<file path="config.mk">
export PLATFORM = sky130hd
export DESIGN_NAME = lfu_cache_replacement
export DESIGN_NICKNAME = d
export VERILOG_FILES = /design/src/rtl/core/lfu_pkg.sv /design/src/rtl/core/lfu_front.sv /design/src/rtl/core/lfu_engine.sv /design/src/rtl/core/lfu_cache_replacement.sv
export VERILOG_INCLUDE_DIRS = /design/src /design/src/rtl/core
export SDC_FILE = /design/constraint.sdc
export NUM_CORES = 2
export LEC_CHECK = 0
export ABC_AREA = 1
export BUFFER_PORTS_ARGS = -buffer_cell sky130_fd_sc_hd__buf_2
export CORE_MARGIN = 1.5
export CORE_UTILIZATION = 50
export CTS_CLUSTER_DIAMETER = 50
export CTS_CLUSTER_SIZE = 12
export DETAILED_ROUTE_END_ITERATION = 8
export PLACE_DENSITY = 0.72
export SETUP_SLACK_MARGIN = 0.05
export SYNTH_ARGS = -nofsm -noshare
export SYNTH_HDL_FRONTEND = slang
export SYNTH_SLANG_ARGS = --single-unit
</file>
<file path="constraint.sdc">
create_clock -name i_clk -period 13.35 [get_ports i_clk]
set_input_delay 0.6675 -clock i_clk [delete_from_list [all_inputs] [get_ports i_clk]]
set_output_delay 0.6675 -clock i_clk [all_outputs]
set_load 0.005 [all_outputs]
</file>
<file path="src/rtl/core/lfu_cache_replacement_assert.svh">
// ---------------------------------------------------------------------------
// lfu_cache_replacement_assert.svh
// Assertion macros shared by the LFU store RTL.
// ---------------------------------------------------------------------------
`ifndef LFU_CACHE_REPLACEMENT_ASSERT_SVH
`define LFU_CACHE_REPLACEMENT_ASSERT_SVH

// Same-cycle implication, disabled while reset is low.
`define LFU_ASSERT_NOW(lbl, clk, rst_n, ante, cons, msg) \
    lbl: assert property (@(posedge clk) disable iff (!rst_n) (ante) |-> (cons)) \
        else $error(msg);

// Next-cycle implication, disabled while reset is low.
`define LFU_ASSERT_NEXT(lbl, clk, rst_n, ante, cons, msg) \
    lbl: assert property (@(posedge clk) disable iff (!rst_n) (ante) |=> (cons)) \
        else $error(msg);

`endif

</file>
<file path="src/rtl/core/lfu_pkg.sv">
// ---------------------------------------------------------------------------
// lfu_pkg
// Shared constants and codes of the LFU key-value store.
// ---------------------------------------------------------------------------
package lfu_pkg;

    // Default sizes
    localparam int DEF_ENTRIES    = 16;
    localparam int DEF_KEY_BITS   = 32;
    localparam int DEF_VALUE_BITS = 32;
    localparam int DEF_COUNT_BITS = 16;

    // Port field widths
    localparam int PORT_KEY_W  = 32;
    localparam int PORT_VAL_W  = 32;
    localparam int IN_TDATA_W  = 64;
    localparam int OUT_TDATA_W = 72;
    localparam int OUT_USED_W  = 66;

    // Capacity register
    localparam int          CAP_W     = 5;
    localparam logic [4:0]  CAP_RESET = 5'd16;

    // Request queue depth
    localparam int Q_DEPTH = 2;

    // Request kind carried on tuser
    typedef enum logic {
        KIND_GET = 1'b0,
        KIND_PUT = 1'b1
    } t_kind;

endpackage

</file>
<file path="src/rtl/core/lfu_front.sv">
// ---------------------------------------------------------------------------
// lfu_front
// Accepts requests, splits them into kind, key and value, and queues them.
// ---------------------------------------------------------------------------
module lfu_front import lfu_pkg::*; #(
    parameter int KEY_BITS   = DEF_KEY_BITS,
    parameter int VALUE_BITS = DEF_VALUE_BITS
) (
    input  logic                  i_clk,
    input  logic                  i_rst_n,
    input  logic                  s_axis_tvalid,
    output logic                  s_axis_tready,
    input  logic [IN_TDATA_W-1:0] s_axis_tdata,   // key[31:0], value[63:32]
    input  logic                  s_axis_tuser,   // kind
    output logic                  o_q_valid,
    input  logic                  i_q_pop,
    output logic                  o_q_put,
    output logic [KEY_BITS-1:0]   o_q_key,
    output logic [VALUE_BITS-1:0] o_q_value
);

    localparam int PTR_W = (Q_DEPTH > 1) ? $clog2(Q_DEPTH) : 1;
    localparam int CNT_W = $clog2(Q_DEPTH + 1);

    logic                  r_put [Q_DEPTH];
    logic [KEY_BITS-1:0]   r_key [Q_DEPTH];
    logic [VALUE_BITS-1:0] r_val [Q_DEPTH];
    logic [PTR_W-1:0]      r_wptr, r_rptr;
    logic [CNT_W-1:0]      r_cnt;
    logic                  push, pop;

    assign s_axis_tready = (r_cnt != CNT_W'(Q_DEPTH));
    assign push          = s_axis_tvalid && s_axis_tready;
    assign o_q_valid     = (r_cnt != '0);
    assign pop           = i_q_pop && o_q_valid;

    assign o_q_put   = r_put[r_rptr];
    assign o_q_key   = r_key[r_rptr];
    assign o_q_value = r_val[r_rptr];

    // Classify and store the incoming request
    always_ff @(posedge i_clk) begin
        if (push) begin
            r_put[r_wptr] <= (t_kind'(s_axis_tuser) == KIND_PUT);
            r_key[r_wptr] <= KEY_BITS'(s_axis_tdata[PORT_KEY_W-1:0]);
            r_val[r_wptr] <= VALUE_BITS'(s_axis_tdata[IN_TDATA_W-1:PORT_KEY_W]);
        end
    end

    // Advance pointers and occupancy
    always_ff @(posedge i_clk) begin
        if (!i_rst_n) begin
            r_wptr <= '0;
            r_rptr <= '0;
            r_cnt  <= '0;
        end else begin
            if (push) begin
                r_wptr <= (r_wptr == PTR_W'(Q_DEPTH - 1)) ? '0 : r_wptr + 1'b1;
            end
            if (pop) begin
                r_rptr <= (r_rptr == PTR_W'(Q_DEPTH - 1)) ? '0 : r_rptr + 1'b1;
            end
            if (push && !pop) begin
                r_cnt <= r_cnt + 1'b1;
            end else if (pop && !push) begin
                r_cnt <= r_cnt - 1'b1;
            end
        end
    end

endmodule

</file>
<file path="src/rtl/core/lfu_engine.sv">
// ---------------------------------------------------------------------------
// lfu_engine
// Carries out one request: scans the entry memory, decides hit, fill or
// eviction, sweeps the recency ranks and writes the touched entry.
// ---------------------------------------------------------------------------
`include "lfu_cache_replacement_assert.svh"

module lfu_engine import lfu_pkg::*; #(
    parameter int ENTRIES    = DEF_ENTRIES,
    parameter int KEY_BITS   = DEF_KEY_BITS,
    parameter int VALUE_BITS = DEF_VALUE_BITS,
    parameter int COUNT_BITS = DEF_COUNT_BITS
) (
    input  logic                   i_clk,
    input  logic                   i_rst_n,
    input  logic [CAP_W-1:0]       i_cap,
    input  logic                   i_q_valid,
    output logic                   o_q_pop,
    input  logic                   i_q_put,
    input  logic [KEY_BITS-1:0]    i_q_key,
    input  logic [VALUE_BITS-1:0]  i_q_value,
    input  logic                   i_m_tready,
    output logic                   o_m_valid,
    output logic [OUT_TDATA_W-1:0] o_m_data
);

    localparam int IDX_W  = (ENTRIES > 1) ? $clog2(ENTRIES) : 1;
    localparam int OCC_W  = $clog2(ENTRIES + 1);
    localparam int CMP_W  = (OCC_W > CAP_W) ? OCC_W : CAP_W;
    localparam logic [IDX_W-1:0] LAST = IDX_W'(ENTRIES - 1);

    typedef struct packed {
        logic [KEY_BITS-1:0]   key;
        logic [VALUE_BITS-1:0] value;
        logic [COUNT_BITS-1:0] count;
        logic [IDX_W-1:0]      rank;
    } t_rec;

    typedef enum logic [2:0] {
        S_IDLE, S_SCAN, S_DECIDE, S_UPD, S_SLOT, S_DONE
    } t_state;

    t_state r_state;

    // Entry memory and valid bits
    t_rec             mem [ENTRIES];
    t_rec             r_rdata;
    logic [ENTRIES-1:0] r_valid;

    // Sweep control
    logic [IDX_W-1:0] r_addr, r_paddr;
    logic             r_issue, r_pv;

    // Request
    logic                  r_put;
    logic [KEY_BITS-1:0]   r_key;
    logic [VALUE_BITS-1:0] r_val;

    // Scan results
    logic                  r_found, r_free_ok, r_vic_ok;
    logic [IDX_W-1:0]      r_fidx, r_free, r_vidx, r_frank, r_vrank;
    logic [VALUE_BITS-1:0] r_fval;
    logic [COUNT_BITS-1:0] r_fcnt, r_vcnt;
    logic [KEY_BITS-1:0]   r_vkey;
    logic [OCC_W-1:0]      r_used;

    // Decision
    logic                  r_hit, r_ev, r_all_inc;
    logic [VALUE_BITS-1:0] r_rd;
    logic [KEY_BITS-1:0]   r_evk;
    logic [IDX_W-1:0]      r_slot, r_thr;
    t_rec                  r_new;

    // Output register
    logic                  r_m_valid, r_m_hit, r_m_ev;
    logic [VALUE_BITS-1:0] r_m_rd;
    logic [KEY_BITS-1:0]   r_m_evk;

    logic [CMP_W-1:0]      cap_eff, cap_x, ent_x;
    logic                  cur_valid, upd_hit, we;
    logic [IDX_W-1:0]      wa;
    t_rec                  wd, bump;
    logic                  vic_better;
    logic [COUNT_BITS-1:0] fcnt_inc;

    assign cap_x   = CMP_W'(i_cap);
    assign ent_x   = CMP_W'(ENTRIES);
    assign cap_eff = (cap_x > ent_x) ? ent_x : cap_x;

    assign cur_valid = r_valid[r_paddr];
    assign vic_better = !r_vic_ok || (r_rdata.count < r_vcnt) ||
                        ((r_rdata.count == r_vcnt) && (r_rdata.rank > r_vrank));
    assign fcnt_inc  = (r_fcnt == '1) ? r_fcnt : r_fcnt + 1'b1;

    // Rank bump for entries swept during the update pass
    assign upd_hit = r_pv && cur_valid && (r_paddr != r_slot) &&
                     (r_all_inc || (r_rdata.rank < r_thr));
    always_comb begin
        bump      = r_rdata;
        bump.rank = r_rdata.rank + 1'b1;
    end

    assign we = ((r_state == S_UPD) && upd_hit) || (r_state == S_SLOT);
    assign wa = (r_state == S_SLOT) ? r_slot : r_paddr;
    assign wd = (r_state == S_SLOT) ? r_new : bump;

    assign o_q_pop   = (r_state == S_IDLE) && i_q_valid;
    assign o_m_valid = r_m_valid;
    assign o_m_data  = {{(OUT_TDATA_W - OUT_USED_W){1'b0}}, PORT_KEY_W'(r_m_evk), r_m_ev,
                        PORT_VAL_W'(r_m_rd), r_m_hit};

    // Entry memory: one write, one registered read
    always_ff @(posedge i_clk) begin
        if (we) begin
            mem[wa] <= wd;
        end
        r_rdata <= mem[r_addr];
    end

    // Sequencer
    always_ff @(posedge i_clk) begin
        if (!i_rst_n) begin
            r_state   <= S_IDLE;
            r_valid   <= '0;
            r_issue   <= 1'b0;
            r_pv      <= 1'b0;
            r_m_valid <= 1'b0;
            r_addr    <= '0;
        end else begin
            if (r_m_valid && i_m_tready) begin
                r_m_valid <= 1'b0;
            end
            // Read pipeline of the sweeps
            r_pv    <= r_issue;
            r_paddr <= r_addr;
            if (r_issue) begin
                if (r_addr == LAST) begin
                    r_issue <= 1'b0;
                end else begin
                    r_addr <= r_addr + 1'b1;
                end
            end
            unique case (r_state)
                S_IDLE: begin
                    if (i_q_valid) begin
                        r_put     <= i_q_put;
                        r_key     <= i_q_key;
                        r_val     <= i_q_value;
                        r_found   <= 1'b0;
                        r_free_ok <= 1'b0;
                        r_vic_ok  <= 1'b0;
                        r_used    <= '0;
                        r_addr    <= '0;
                        r_issue   <= 1'b1;
                        r_state   <= S_SCAN;
                    end
                end
                S_SCAN: begin
                    // Gather hit, free slot, occupancy and victim
                    if (r_pv) begin
                        if (cur_valid) begin
                            r_used <= r_used + 1'b1;
                            if (!r_found && (r_rdata.key == r_key)) begin
                                r_found <= 1'b1;
                                r_fidx  <= r_paddr;
                                r_fval  <= r_rdata.value;
                                r_fcnt  <= r_rdata.count;
                                r_frank <= r_rdata.rank;
                            end
                            if (vic_better) begin
                                r_vic_ok <= 1'b1;
                                r_vidx   <= r_paddr;
                                r_vcnt   <= r_rdata.count;
                                r_vrank  <= r_rdata.rank;
                                r_vkey   <= r_rdata.key;
                            end
                        end else if (!r_free_ok) begin
                            r_free_ok <= 1'b1;
                            r_free    <= r_paddr;
                        end
                        if (r_paddr == LAST) begin
                            r_state <= S_DECIDE;
                        end
                    end
                end
                S_DECIDE: begin
                    r_hit     <= r_found;
                    r_rd      <= '0;
                    r_ev      <= 1'b0;
                    r_evk     <= '0;
                    r_all_inc <= 1'b0;
                    r_new.key  <= r_key;
                    r_new.rank <= '0;
                    r_addr    <= '0;
                    r_state   <= S_DONE;
                    if (r_found && (!r_put || (cap_eff != '0))) begin
                        // Touch the hit entry
                        r_slot      <= r_fidx;
                        r_thr       <= r_frank;
                        r_new.value <= r_put ? r_val : r_fval;
                        r_new.count <= fcnt_inc;
                        r_rd        <= r_put ? '0 : r_fval;
                        r_issue     <= 1'b1;
                        r_state     <= S_UPD;
                    end else if (r_put && (cap_eff != '0)) begin
                        // Fill, evicting first when full
                        r_new.value <= r_val;
                        r_new.count <= COUNT_BITS'(1);
                        r_issue     <= 1'b1;
                        r_state     <= S_UPD;
                        if (CMP_W'(r_used) >= cap_eff) begin
                            r_ev   <= 1'b1;
                            r_evk  <= r_vkey;
                            r_slot <= r_vidx;
                            r_thr  <= r_vrank;
                        end else begin
                            r_slot    <= r_free;
                            r_thr     <= '0;
                            r_all_inc <= 1'b1;
                        end
                    end
                end
                S_UPD: begin
                    if (r_pv && (r_paddr == LAST)) begin
                        r_state <= S_SLOT;
                    end
                end
                S_SLOT: begin
                    r_valid[r_slot] <= 1'b1;
                    r_state         <= S_DONE;
                end
                S_DONE: begin
                    // Hand the result to the output register
                    if (!r_m_valid || i_m_tready) begin
                        r_m_valid <= 1'b1;
                        r_m_hit   <= r_hit;
                        r_m_rd    <= r_rd;
                        r_m_ev    <= r_ev;
                        r_m_evk   <= r_evk;
                        r_state   <= S_IDLE;
                    end
                end
                default: begin
                    r_state <= S_IDLE;
                end
            endcase
        end
    end

    `LFU_ASSERT_NOW(a_evict_on_miss, i_clk, i_rst_n, r_m_valid && r_m_ev, !r_m_hit, "eviction reported on a hit")
    `LFU_ASSERT_NOW(a_read_on_hit, i_clk, i_rst_n, r_m_valid && (r_m_rd != '0), r_m_hit && !r_m_ev, "read value without a hit")
    `LFU_ASSERT_NEXT(a_slot_filled, i_clk, i_rst_n, r_state == S_SLOT, r_valid[$past(r_slot)] && (r_state == S_DONE), "slot write did not mark the entry valid")
    `LFU_ASSERT_NEXT(a_scan_order, i_clk, i_rst_n, r_state == S_SCAN, (r_state == S_SCAN) || (r_state == S_DECIDE), "scan left to a wrong state")

endmodule

</file>
<file path="src/rtl/core/lfu_cache_replacement.sv">
// ---------------------------------------------------------------------------
// lfu_cache_replacement
// Key-value store with least-frequently-used replacement, ties broken by
// least recent use.
// ---------------------------------------------------------------------------
//  channel  | direction | handshake               | payload
//  s_axis   | in        | s_axis_tvalid/tready    | tuser kind; tdata key, value
//  m_axis   | out       | m_axis_tvalid/tready    | tdata hit, read_value, evicted,
//           |           |                         |   evicted_key
//  cfg      | in        | i_cfg_valid/o_cfg_ready | i_cfg_data capacity
//
//  A request sweeps the entry memory, which has one read and one write port,
//  once to look up and pick a victim, then, unless it is a get miss or an
//  ignored put, once more to age the recency ranks.
//  Reset clears the valid bits at once; there is no clearing pass.
//  A two-deep request queue keeps accepting while the engine works, until it
//  is full, and the output register holds a result until it is taken.
// ---------------------------------------------------------------------------
module lfu_cache_replacement import lfu_pkg::*; #(
    parameter int ENTRIES    = DEF_ENTRIES,
    parameter int KEY_BITS   = DEF_KEY_BITS,
    parameter int VALUE_BITS = DEF_VALUE_BITS,
    parameter int COUNT_BITS = DEF_COUNT_BITS
) (
    input  logic                   i_clk,
    input  logic                   i_rst_n,
    input  logic                   s_axis_tvalid,
    output logic                   s_axis_tready,
    input  logic [IN_TDATA_W-1:0]  s_axis_tdata,   // key[31:0], value[63:32]
    input  logic                   s_axis_tuser,   // kind
    output logic                   m_axis_tvalid,
    input  logic                   m_axis_tready,
    output logic [OUT_TDATA_W-1:0] m_axis_tdata,   // hit[0], read_value[32:1],
                                                   // evicted[33], evicted_key[65:34]
    input  logic                   i_cfg_valid,
    output logic                   o_cfg_ready,
    input  logic [CAP_W-1:0]       i_cfg_data
);

    logic [CAP_W-1:0]      r_capacity;
    logic                  q_valid, q_pop, q_put;
    logic [KEY_BITS-1:0]   q_key;
    logic [VALUE_BITS-1:0] q_value;

    // Capacity register
    assign o_cfg_ready = 1'b1;
    always_ff @(posedge i_clk) begin
        if (!i_rst_n) begin
            r_capacity <= CAP_RESET;
        end else if (i_cfg_valid) begin
            r_capacity <= i_cfg_data;
        end
    end

    lfu_front #(
        .KEY_BITS   (KEY_BITS),
        .VALUE_BITS (VALUE_BITS)
    ) u_front (
        .i_clk         (i_clk),
        .i_rst_n       (i_rst_n),
        .s_axis_tvalid (s_axis_tvalid),
        .s_axis_tready (s_axis_tready),
        .s_axis_tdata  (s_axis_tdata),
        .s_axis_tuser  (s_axis_tuser),
        .o_q_valid     (q_valid),
        .i_q_pop       (q_pop),
        .o_q_put       (q_put),
        .o_q_key       (q_key),
        .o_q_value     (q_value)
    );

    lfu_engine #(
        .ENTRIES    (ENTRIES),
        .KEY_BITS   (KEY_BITS),
        .VALUE_BITS (VALUE_BITS),
        .COUNT_BITS (COUNT_BITS)
    ) u_engine (
        .i_clk      (i_clk),
        .i_rst_n    (i_rst_n),
        .i_cap      (r_capacity),
        .i_q_valid  (q_valid),
        .o_q_pop    (q_pop),
        .i_q_put    (q_put),
        .i_q_key    (q_key),
        .i_q_value  (q_value),
        .i_m_tready (m_axis_tready),
        .o_m_valid  (m_axis_tvalid),
        .o_m_data   (m_axis_tdata)
    );

endmodule

</file>
# Word level (Yosys, flattened, before mapping)
# Memory sizes are Yosys's and may differ from the RTL's. A register that Yosys moved wholly into a read port is not among the register bits.
# Index checks and enable logic that the tools add are counted.
word_totals:
  output_inout_bits: 75
  n_memories: 4
  ff_bits: 384
  in_bits: 75
  ramBits: 1474
  word_cells: 198
mem_list:
  columns: ["name", "words", "width", "rd", "rd_ports_with_merged_regs", "wr", "line_no", "rtl"]
  rows:
  - ["u_engine.mem", 16, 84, 1, 1, 1, "lfu_engine.sv:46", "t_rec mem [ENTRIES];"]
  - ["u_front.r_key", 2, 32, 1, 1, 1, "lfu_front.sv:26", "logic [KEY_BITS-1:0] r_key [Q_DEPTH];"]
  - ["u_front.r_val", 2, 32, 1, 1, 1, "lfu_front.sv:27", "logic [VALUE_BITS-1:0] r_val [Q_DEPTH];"]
  - ["u_front.r_put", 2, 1, 1, 1, 1, "lfu_front.sv:25", "logic r_put [Q_DEPTH];"]
op_classes:
  n_bitwise: 6
  muxes: 64
  magnitude_cmp: 8
  add_sub_neg: 8
  reduce_logical: 49
  eq_ne: 21
ops:
  columns: ["cell", "n"]
  rows:
  - ["2-to-1 mux 48 bit", 2]
  - ["2-to-1 mux 84 bit", 1]
  - ["2-to-1 mux 4 bit", 10]
  - ["equality test 32 bit", 1]
  - ["2-to-1 mux 32 bit", 1]
  - ["AND reduction 5 bit", 6]
  - ["2-to-1 mux 1 bit", 27]
  - ["2-to-1 mux 3 bit", 7]
  - ["2-to-1 mux 5 bit", 4]
  - ["case mux 3 bit (6 select lines)", 1]
  - ["adder 16 x 1 -> 16 bit (second input constant)", 1]
  - ["equality test 16 bit", 1]
  - ["equality test 16 bit (second input constant)", 1]
  - ["logical AND 1 bit", 16]
  - ["less-than comparator 16 bit", 1]
  - ["2-to-1 mux 16 bit", 1]
  - ["OR 16 bit", 1]
  - ["!= test 2 x 1 -> 1 bit (second input constant)", 7]
  - ["AND reduction 6 bit", 2]
  - ["less-than comparator 4 x 5 -> 1 bit (second input constant)", 2]
  - ["case mux 5 bit (2 select lines)", 1]
  - ["AND reduction 3 bit", 3]
  - ["adder 4 x 1 -> 4 bit (second input constant)", 2]
  - ["equality test 4 bit (second input constant)", 2]
  - ["28 further kinds", 55]

# Longest topological paths before layout
depth:
  depth_word: 9
  depth_mapped: 14
  ltp_nobuf: 13

# Hierarchy
# A second synthesis with hierarchy kept.
unflattened:
  cells_unflattened: 5517
  hier_area_um2: 76611.0
modules_own_cells:
  columns: ["mod", "area_per_inst_um2", "seq_area_each_um2", "cells_each", "instances"]
  rows:
  - ["lfu_engine", 71250.8, 54992.7, 5246, 1]
  - ["lfu_front", 5136.2, 4003.8, 239, 1]
  - ["lfu_cache_replacement", 224.0, 100.1, 32, 1]

# Worst setup path after synthesis
# Ideal clock, no wire load.
synth_path:
  path_kind: "input to register"
  from: "input port i_rst_n"
  to: "register u_engine.r_all_inc, enable pin"
  t_required_ps: 12672
  setup_ps: 678
  n_path_buf: 0
  t_arrival_ps: 7629
  path_stages: 2
  path_slack_ps: 5043
  cell_sequence: "clkinv_1 nor3_1"
synth_via:
  elab_chain_len: 1
synth_lines:
  columns: ["item", "line_no", "rtl"]
  rows:
  - ["start: declaration", "lfu_cache_replacement.sv:26", "input logic i_rst_n,"]
  - ["AND reduction 2 bit (no line)", null, null]
  - ["end signal: assignment", "lfu_engine.sv:191", "r_all_inc <= 1'b0;"]
  - ["end signal: assignment", "lfu_engine.sv:219", "r_all_inc <= 1'b1;"]
  - ["end: declaration", "lfu_engine.sv:68", "logic r_hit, r_ev, r_all_inc;"]
# No other way between the ends.
# A chain may end at the register's enable or synchronous reset.

==> results_dict.tcl <==
set metrics [dict create \
    outcome "complete, no violations" \
    max_clock_freq_mhz 198 \
    core_region_area_mm2 0.152 \
    syn-mean-instance-area_um2 13.3 \
    synth_top_family_by_area "compound AO/OA/AOI/OAI gates" \
    ant_nets 0 \
    yosysMostFrequentCell "edfxtp_1" \
    grt_max_degree 228 \
    async_reset_ff_frac 0 \
    ys_seq_area_frac 0.776 \
    globalRouteOverflowTotal 0 \
    reg2reg_depth 8 \
    final_hold_viol_count 0 \
    cts_setup_buffers 0 \
    grt_pass1_vias 45000 \
    drive_gt1_frac 0.0858 \
    min_path_type "in2reg" \
    vias_per_cell 5.92 \
    final.period_utilization 0.378 \
    first_iter_violations 6681 \
    tightestPinTransition_ns 1.31 \
    dpl.hpwl_um 104000 \
    nNetsFinal 5934 \
    p_leak_nw 29.2 \
    drc 0 \
    nFillCells 11700 \
    cts_resized 0 \
    rsz0062_at_grt "no" \
    synthMuxAreaShare 0 \
    power.density_mw_per_mm2 199 \
    grt_pass1_wl_um 282000 \
    path_max_fanout 227 \
    syn_inst 5712 \
    synth_common_cells "edfxtp_1, nor2_1, o21ai_0" \
    crit_path_end_kind "flop" \
    io_pins 150 \
    root_buffer "clkbuf_16" \
    synth.largest_area_cell "edfxtp_1" \
    maxCapViolations 0 \
    critical_path_class "reg2reg" \
    clock_sinks 2007 \
    critPathArrivalTime_ns 5.77 \
    power_mw 16.9 \
    synthAdderAreaFrac 0.00542 \
    hold_buffers 35 \
    grt_usage 0.244 \
    synth-xor-area-share 0.00345 \
    yosys-top-cells-area "edfxtp_1, o21ai_0, nor2_1" \
    finClkSkew_ns 0.0325 \
    drv_slew 0 \
    synth_simple_gate_area_frac 0.0850 \
    synth_top_area_frac 0.744 \
    setup_violations 0 \
    wl_per_cell_um 23.9 \
    ys.flop_type "edfxtp_1" \
    initial_core_util 0.503 \
    cts_buffers 195 \
    clk_path_buf_depth 3 \
    syn_area_mm2 0.0762 \
    hold_path_depth 1 \
    synth_edf_count 1888 \
    die_y_um 393 \
    clk-insertion-delay-late_ns 0.83 \
    die_x_um 393 \
    clk_pin_slew_ns 0.06 \
    slew_headroom 0.124 \
    core.rowCount 143 \
    totalWireLength_um 191000 \
    critPathRequiredTime_ns 14.07 \
    place_congestion 0.849 \
    cts_tree "built" \
    fin_setup_tns_ns 0 \
    peakVddDrop_mv 0.121 \
    yosys_warnings 0 \
    synth_compound_area_frac 0.101 \
    register_area_mm2 0.0591 \
    synth_cell_types 44 \
    crit_path_start_kind "flop" \
    port_buffers 142 \
    multi_input_comb_area_mm2 0.0150 \
    vias 47400 \
    reg2reg_slack_ns 8.31 \
    die-area_mm2 0.155 \
    htreeDepth 4 \
    area_growth_syn_to_layout_pct 11.8 \
    timing.final.crit_period_ns 5.04 \
    antenna_found_initial 5 \
    ys_ff_latch 2007 \
    drt_first_pass_iters 6 \
]
==> worst paths after layout <==
path	start	to
setup / recovery	u_engine.r_addr[0]	u_engine.bump[64]
hold reg to reg	u_engine.r_evk[30]	u_engine.r_m_evk[30]
hold / removal	s_axis_tdata[16]	u_front.r_key[1][16]
setup reg to reg	u_engine.r_addr[0]	u_engine.bump[64]
==> state kept, by name, indices dropped and copies added (netlist names), 5 cells and up <==
name              flops
u_engine.r_m_rd      32
u_engine.r_vkey      32
u_engine.r_rd        32
u_engine.r_valid     16
u_engine.mem       1344
u_engine.r_key       32
u_engine.r_m_evk     32
u_engine.r_fval      32
u_engine.r_vcnt      16
u_engine.r_evk       32
u_engine.r_val       32
u_engine.r_new       80
u_engine.r_used       5
u_engine.bump        80
u_front.r_key        64
u_engine.r_fcnt      16
r_capacity            5
u_front.r_val        64
==> cells by family after synthesis <==
group	count (synthesis)
XOR/XNOR	30
AND/OR/NAND/NOR	1679
flip-flops	2007
adder cells (fa/ha/maj)	33
buffers and inverters	545
other	2
AO/OA/AOI/OAI	1416
==> final cells by class <==
| type | count | share of cell area |
|---|---|---|
| repair buffers | 256 | 0.0199 |
| flip-flops and latches | 2007 | 0.694 |
| well taps | 2030 | 0.0298 |
| multi-input cells | 3165 | 0.177 |
| clock buffers | 317 | 0.0648 |
| clock inverters | 31 | 0.00515 |
| diodes | 1 | 0.0000294 |
| inverters | 201 | 0.00928 |
==> report_power, final <==
part | switching, mW | internal [mW]
Sequential | 0.343 | 8.06
Combinational | 2.59 | 0.755
Clock | 2.27 | 2.93
Total | 5.20 | 11.7
==> worst max-delay path: stages, from the launching register on <==
cell	delay [ns]
dfxtp_4	0.65
buf_4	0.74
buf_12	0.71
buf_4	0.84
buf_4	0.83
o21ai_0	0.22
o22ai_1	0.23
a21oi_1	0.10
a22oi_1	0.21
==> cell usage in the layout (no fill, tap or decap), drive strengths merged, types with 2 or more instances in the layout <==
master,instances
a21oi,107
a22oi,24
a31oi,4
and2,2
buf,221
bufinv,6
clkbuf,317
clkinv,21
clkinvlp,4
conb,7
dfxtp,119
dlygate4sd3,35
edfxtp,1888
ha,33
inv,201
nand2,631
nand3,46
nand4,13
nor2,964
nor3,14
nor4,2
o211ai,2
o21a,2
o21ai,873
o22ai,398
o31ai,3
or2,5
xnor2,12
xor2,18
==> routing by layer <==
| metal | vias up | wire [um] | track usage |
|---|---|---|---|
| met1 | 23400 | 76100 | 0.347 |
| met4 | 0 | 5200 | 0.0837 |
| met3 | 330 | 22000 | 0.0518 |
| li1 | 20900 | - | - |
| met2 | 2773 | 88000 | 0.376 |
| met5 | - | 0 | 0 |
==> through the flow <==
step,hold WS [ns],setup slack (ns),util,cells,instance area (um^2)
6_report,0.0438,8.31,0.562,8008,85100
5_1_grt,0.0303,8.12,0.562,8007,85100
4_1_cts,0.000747,8.55,0.562,8007,85100
3_5_place_dp,0.405,8.58,0.520,7624,78800
3_3_place_gp,0.405,8.65,0.520,7624,78800
2_1_floorplan,0.400,5.04,-,5717,76200
(Power assumes the default switching activity.)
